[src/rtl/vrc_pkg.sv]
package vrc_pkg;

    localparam int COUNTER_WIDTH_DEF = 64;
    localparam int KEY_COUNT         = 4096;
    localparam int KEY_W             = $clog2(KEY_COUNT);
    localparam int LEN_W             = 16;
    localparam int PORT_W            = 32;
    localparam int OUT_CNT_W         = 64;
    localparam int IN_TDATA_W        = 96;
    localparam int OUT_TDATA_W       = 224;
    localparam int TUSER_W           = 2;

    localparam logic [KEY_W-1:0] GLOBAL_KEY     = KEY_W'(KEY_COUNT - 1);
    localparam logic [LEN_W-1:0] ETH_HDR_LEN    = 16'd14;
    localparam logic [LEN_W-1:0] TAGGED_HDR_LEN = 16'd18;
    localparam logic [15:0]      TPID_CTAG      = 16'h8100;
    localparam logic [15:0]      TPID_STAG      = 16'h88A8;

    typedef enum logic [1:0] {
        OP_FRAME  = 2'd0,
        OP_WRITE  = 2'd1,
        OP_REMOVE = 2'd2,
        OP_READ   = 2'd3
    } t_opcode;

    typedef enum logic [1:0] {
        ACT_DROP     = 2'd0,
        ACT_REDIRECT = 2'd1,
        ACT_ACK      = 2'd2
    } t_action;

    // Controller to datapath.
    typedef struct packed {
        logic clear;
        logic accept;
        logic exec;
    } t_cmd;

    // Datapath to controller.
    typedef struct packed {
        logic clear_last;
    } t_sts;

endpackage

[src/rtl/vrc_ctrl.sv]
module vrc_ctrl (
    input  logic          i_clk,
    input  logic          i_rst_n,
    input  logic          i_s_axis_tvalid,
    output logic          o_s_axis_tready,
    output logic          o_m_axis_tvalid,
    input  logic          i_m_axis_tready,
    input  vrc_pkg::t_sts i_sts,
    output vrc_pkg::t_cmd o_cmd
);
    import vrc_pkg::*;

    typedef enum logic [2:0] {
        ST_CLEAR = 3'b001,
        ST_IDLE  = 3'b010,
        ST_EXEC  = 3'b100
    } t_state;

    t_state r_state, n_state;
    logic   r_out_valid, n_out_valid;
    logic   ready;
    logic   accept;

    assign ready  = (r_state == ST_IDLE) && (!r_out_valid || i_m_axis_tready);
    assign accept = i_s_axis_tvalid && ready;

    always_comb begin
        n_state = r_state;
        case (r_state)
            ST_CLEAR: begin
                if (i_sts.clear_last) begin
                    n_state = ST_IDLE;
                end
            end
            ST_IDLE: begin
                if (accept) begin
                    n_state = ST_EXEC;
                end
            end
            ST_EXEC: begin
                n_state = ST_IDLE;
            end
            default: begin
                n_state = ST_CLEAR;
            end
        endcase
    end

    // Result register: load on execute, drop once taken.
    always_comb begin
        n_out_valid = r_out_valid;
        if (r_state == ST_EXEC) begin
            n_out_valid = 1'b1;
        end else if (i_m_axis_tready) begin
            n_out_valid = 1'b0;
        end
    end

    always_ff @(posedge i_clk) begin
        if (!i_rst_n) begin
            r_state     <= ST_CLEAR;
            r_out_valid <= 1'b0;
        end else begin
            r_state     <= n_state;
            r_out_valid <= n_out_valid;
        end
    end

    assign o_cmd.clear     = (r_state == ST_CLEAR);
    assign o_cmd.accept    = accept;
    assign o_cmd.exec      = (r_state == ST_EXEC);
    assign o_s_axis_tready = ready;
    assign o_m_axis_tvalid = r_out_valid;

    a_accept_exec: assert property (@(posedge i_clk) disable iff (!i_rst_n)
        accept |=> (r_state == ST_EXEC))
        else $error("accepted request not executed next cycle");

    a_no_ready_clear: assert property (@(posedge i_clk) disable iff (!i_rst_n)
        (r_state == ST_CLEAR) |-> !o_s_axis_tready)
        else $error("request accepted during clearing pass");

    a_out_free_exec: assert property (@(posedge i_clk) disable iff (!i_rst_n)
        (r_state == ST_EXEC) |-> !r_out_valid)
        else $error("execute would overwrite a pending result");

    a_exec_once: assert property (@(posedge i_clk) disable iff (!i_rst_n)
        (r_state == ST_EXEC) |=> (r_state == ST_IDLE) && r_out_valid)
        else $error("execute did not post a result");

endmodule

[config.mk]
export PLATFORM = sky130hd
export DESIGN_NAME = vrc_ctrl
export DESIGN_NICKNAME = d
export VERILOG_FILES = /design/src/rtl/vrc_pkg.sv /design/src/rtl/vrc_ctrl.sv
export SDC_FILE = /design/constraint.sdc
export NUM_CORES = 1
export LEC_CHECK = 0
export ABC_CLOCK_PERIOD_IN_PS = 1500
export BUFFER_PORTS_ARGS = -buffer_cell sky130_fd_sc_hd__buf_4
export CAP_MARGIN = 15
export CORE_AREA = 8 8 45 47
export CTS_CLUSTER_DIAMETER = 200
export CTS_CLUSTER_SIZE = 30
export DETAILED_ROUTE_END_ITERATION = 8
export DIE_AREA = 0 0 53 55
export SLEW_MARGIN = 40
export SYNTH_ARGS = -nofsm -noshare
export SYNTH_HDL_FRONTEND = slang
export SYNTH_SLANG_ARGS = --single-unit
[constraint.sdc]
create_clock -name i_clk -period 1.5 [get_ports i_clk]
set_clock_uncertainty 0.05 [all_clocks]
set_input_delay 0.375 -clock i_clk [delete_from_list [all_inputs] [get_ports i_clk]]
set_output_delay 0.375 -clock i_clk [all_outputs]
set_load 0.01 [all_outputs]
==> metrics <==
Final Hold Viols 0; GP Congestion around 0.66; htree depth 1; setup TNS 0 ns; post-route clock period utilization a little under 100%; Worst setup EP type output port; crit path DAT 1.03 ns; top post-synthesis cells by area dfxtp_1 36%, buf_4 6.8%, a211oi_2 5.6%; Netlist Area Pre-Place 221 um^2; share of the synthesized area in the top cell type between 30% and 40%; postcts setup bufs 0; Least-Margin Pin Slew 0.232 ns; CTS Sinks 4; Die Wd 53 um; total track usage 4.20%; Crit path required time 1.07 ns; core area 0.00138 mm^2; Rows 14; Slew Limit Fails 0; NetSw 0.0643 mW; HPWL after detailed placement 423 um; sequential share of power approximately 41%; slowest cell on the critical path dfxtp_2; WL final approximately 510 um; die area 0.00292 mm^2; Initial Util 16.0%; P&R area growth vs syn 49.2%; number of diodes 0; Final nets 42; Int Power 0.223 mW; Fmax about 690 MHz; GRT Residual Overflow 0; CP Launch Type flop; net switching fraction of the power between 20% and 30%; register area share after synthesis 36.2%; routed vias/inst approximately 3.7; Syn Nets 30; max cap viols 0; layout cells sized above 1 between 50 and 60%; largest net degree at the start of global routing 9; CTS max path bufs 2; peak supply drop 0.000351 V; CTS Root Cell clkbuf_4; TritonCTS Buffers 3; syn avg cell area between 8 and 9 um^2; total number of yosys warnings 0; status finished, final reports clean; first-pass GRT wire length 800 um; crit-path cells nor3b_2 -> buf_4; Setup-failing EPs final 0; Comb pwr share approximately 13%; Die Ht 55 um; kind of critical path reg2out; Avg WL per Cell 10.1 um; count leader, synth dfxtp_1; router iterations before antenna repair 2; Max FO, Critical Path 8; # fillers 155; most frequent cells after synthesis 4 x dfxtp_1, 3 x nor2_1, 2 x buf_4, 2 x nor3_1; initial antenna violation count 0; IO Count 10; Synth Area in Simple Gates a little over a third; Post-synth EDFFs 0; post-synth cell types 18; final antenna-violating net count 0; Residual DRC 0; Post-Synth Adder-Cell Area 0%; vias 189; clock power share 46.3%; cell type with the highest aggregate area in the netlist dfxtp_1; ys async rst share 0%; Post-Synthesis Cells 25; critical path's top delay family flip-flops; Hold Crit Class in2reg; CTS tree yes; Synth Area in XOR/XNOR 0%; Critical Path Max Stage Delay 0.41 ns; I/O Buffers 9; area fraction in compound gates after synthesis 14.1%; slew margin rel. a little over four fifths; Clock transition at path regs 0.04 ns; Worst-Skew Late Latency 0.23 ns; WP buf/inv 1; Leakage 0.148 nW; vias in the first global route 200; power per cell area 870 mW/mm^2; DR iter-0 viols 1; post-synthesis mux area share 0%; #FFs+latches synth 4; ys flop type dfxtp_1; RSZ-0062 raised after global routing true; minimum clock period 1.46 ns; largest family of logic cells by synthesized area simple AND/OR/NAND/NOR gates; pre-CTS setup slack approximately 0.12 ns; fin worst setup slack between 0.04 and 0.05 ns
cell type report:
type / instances / area (um^2) / share of cell area, %
tap: 16 / 20.0 / 6.06
inverter: 1 / 3.75 / 1.14
sequential: 4 / 82.6 / 25.0
clock buffer: 3 / 22.5 / 6.82
timing repair buffer: 10 / 75.1 / 22.7
multi-input combinational: 17 / 126 / 38.3
per-layer routing:
layer  part of all wire, %  GRT usage [%]
met4                     0           6.47
met5                     0              0
met2                    41           4.30
met1                    50           4.85
met3                   8.0           2.14
sequential cells by signal, summed over array words and instances, names as in the netlist:
name             flops
o_m_axis_tvalid      1
r_state              3
what timing repair did:
action,4_1_cts,5_1_grt
resized for setup,4,1
setup endpoints to repair,4,3
hold endpoints to repair,0,0
hold buffers,0,0
cloned,0,0
placed cells by master (no fill, tap or decap):
| master | netlist | layout |
|---|---|---|
| clkbuf_4 | 0 | 3 |
| nand3b_1 | 1 | 1 |
| a211oi_2 | 1 | 1 |
| nor2b_1 | 1 | 1 |
| nor2_1 | 3 | 3 |
| nand2b_4 | 0 | 1 |
| o31a_1 | 1 | 1 |
| dfxtp_1 | 4 | 2 |
| inv_1 | 1 | 1 |
| nor4_1 | 1 | 1 |
| nor3_2 | 0 | 2 |
| nand2_1 | 1 | 1 |
| buf_4 | 2 | 10 |
| nor3b_1 | 1 | 1 |
| dfxtp_2 | 0 | 2 |
| nand2b_1 | 1 | 1 |
| nor3b_2 | 1 | 1 |
| a21oi_1 | 1 | 1 |
| o21ai_1 | 1 | 1 |
power by group through the flow:
stage                     clock, mW  combinational (mW)  sequential [mW]
after floorplan                   0              0.0183            0.117
after global placement            0              0.0352            0.117
after detailed placement          0              0.0356            0.118
after CTS                     0.141              0.0375            0.117
after global routing          0.147              0.0405            0.118
final                         0.133              0.0369            0.117
per-stage QoR:
stage / power, mW / std cells / hold WS, ns / util (%) / cell area, um^2
global placement: 0.153 / 48 / 0.510 / 21.0 / 290
finish: 0.287 / 51 / 0.286 / 23.9 / 330
floorplan: 0.135 / 25 / 0.405 / - / 221
detailed placement: 0.153 / 48 / 0.520 / 21.0 / 290
CTS: 0.296 / 51 / 0.277 / 23.8 / 329
global route: 0.305 / 51 / 0.288 / 23.9 / 330
cell families after synthesis:
| logic type | count (synthesis) |
|---|---|
| DFF | 4 |
| and+or+nand+nor | 13 |
| AOI/OAI and AO/OA | 4 |
| buffers and inverters | 4 |
worst paths after layout:
| check | start | endpoint | slack [ns] | depth (start not counted) |
|---|---|---|---|---|
| hold reg to reg | r_state[2] | r_state[2] | 0.48 | 1 |
| setup / recovery | r_state[2] | o_cmd[0] | 0.04 | 2 |
| hold / removal | i_rst_n | r_state[0] | 0.29 | 2 |
| setup reg to reg | r_state[2] | r_state[1] | 0.37 | 3 |
(Power assumes the default switching activity.)
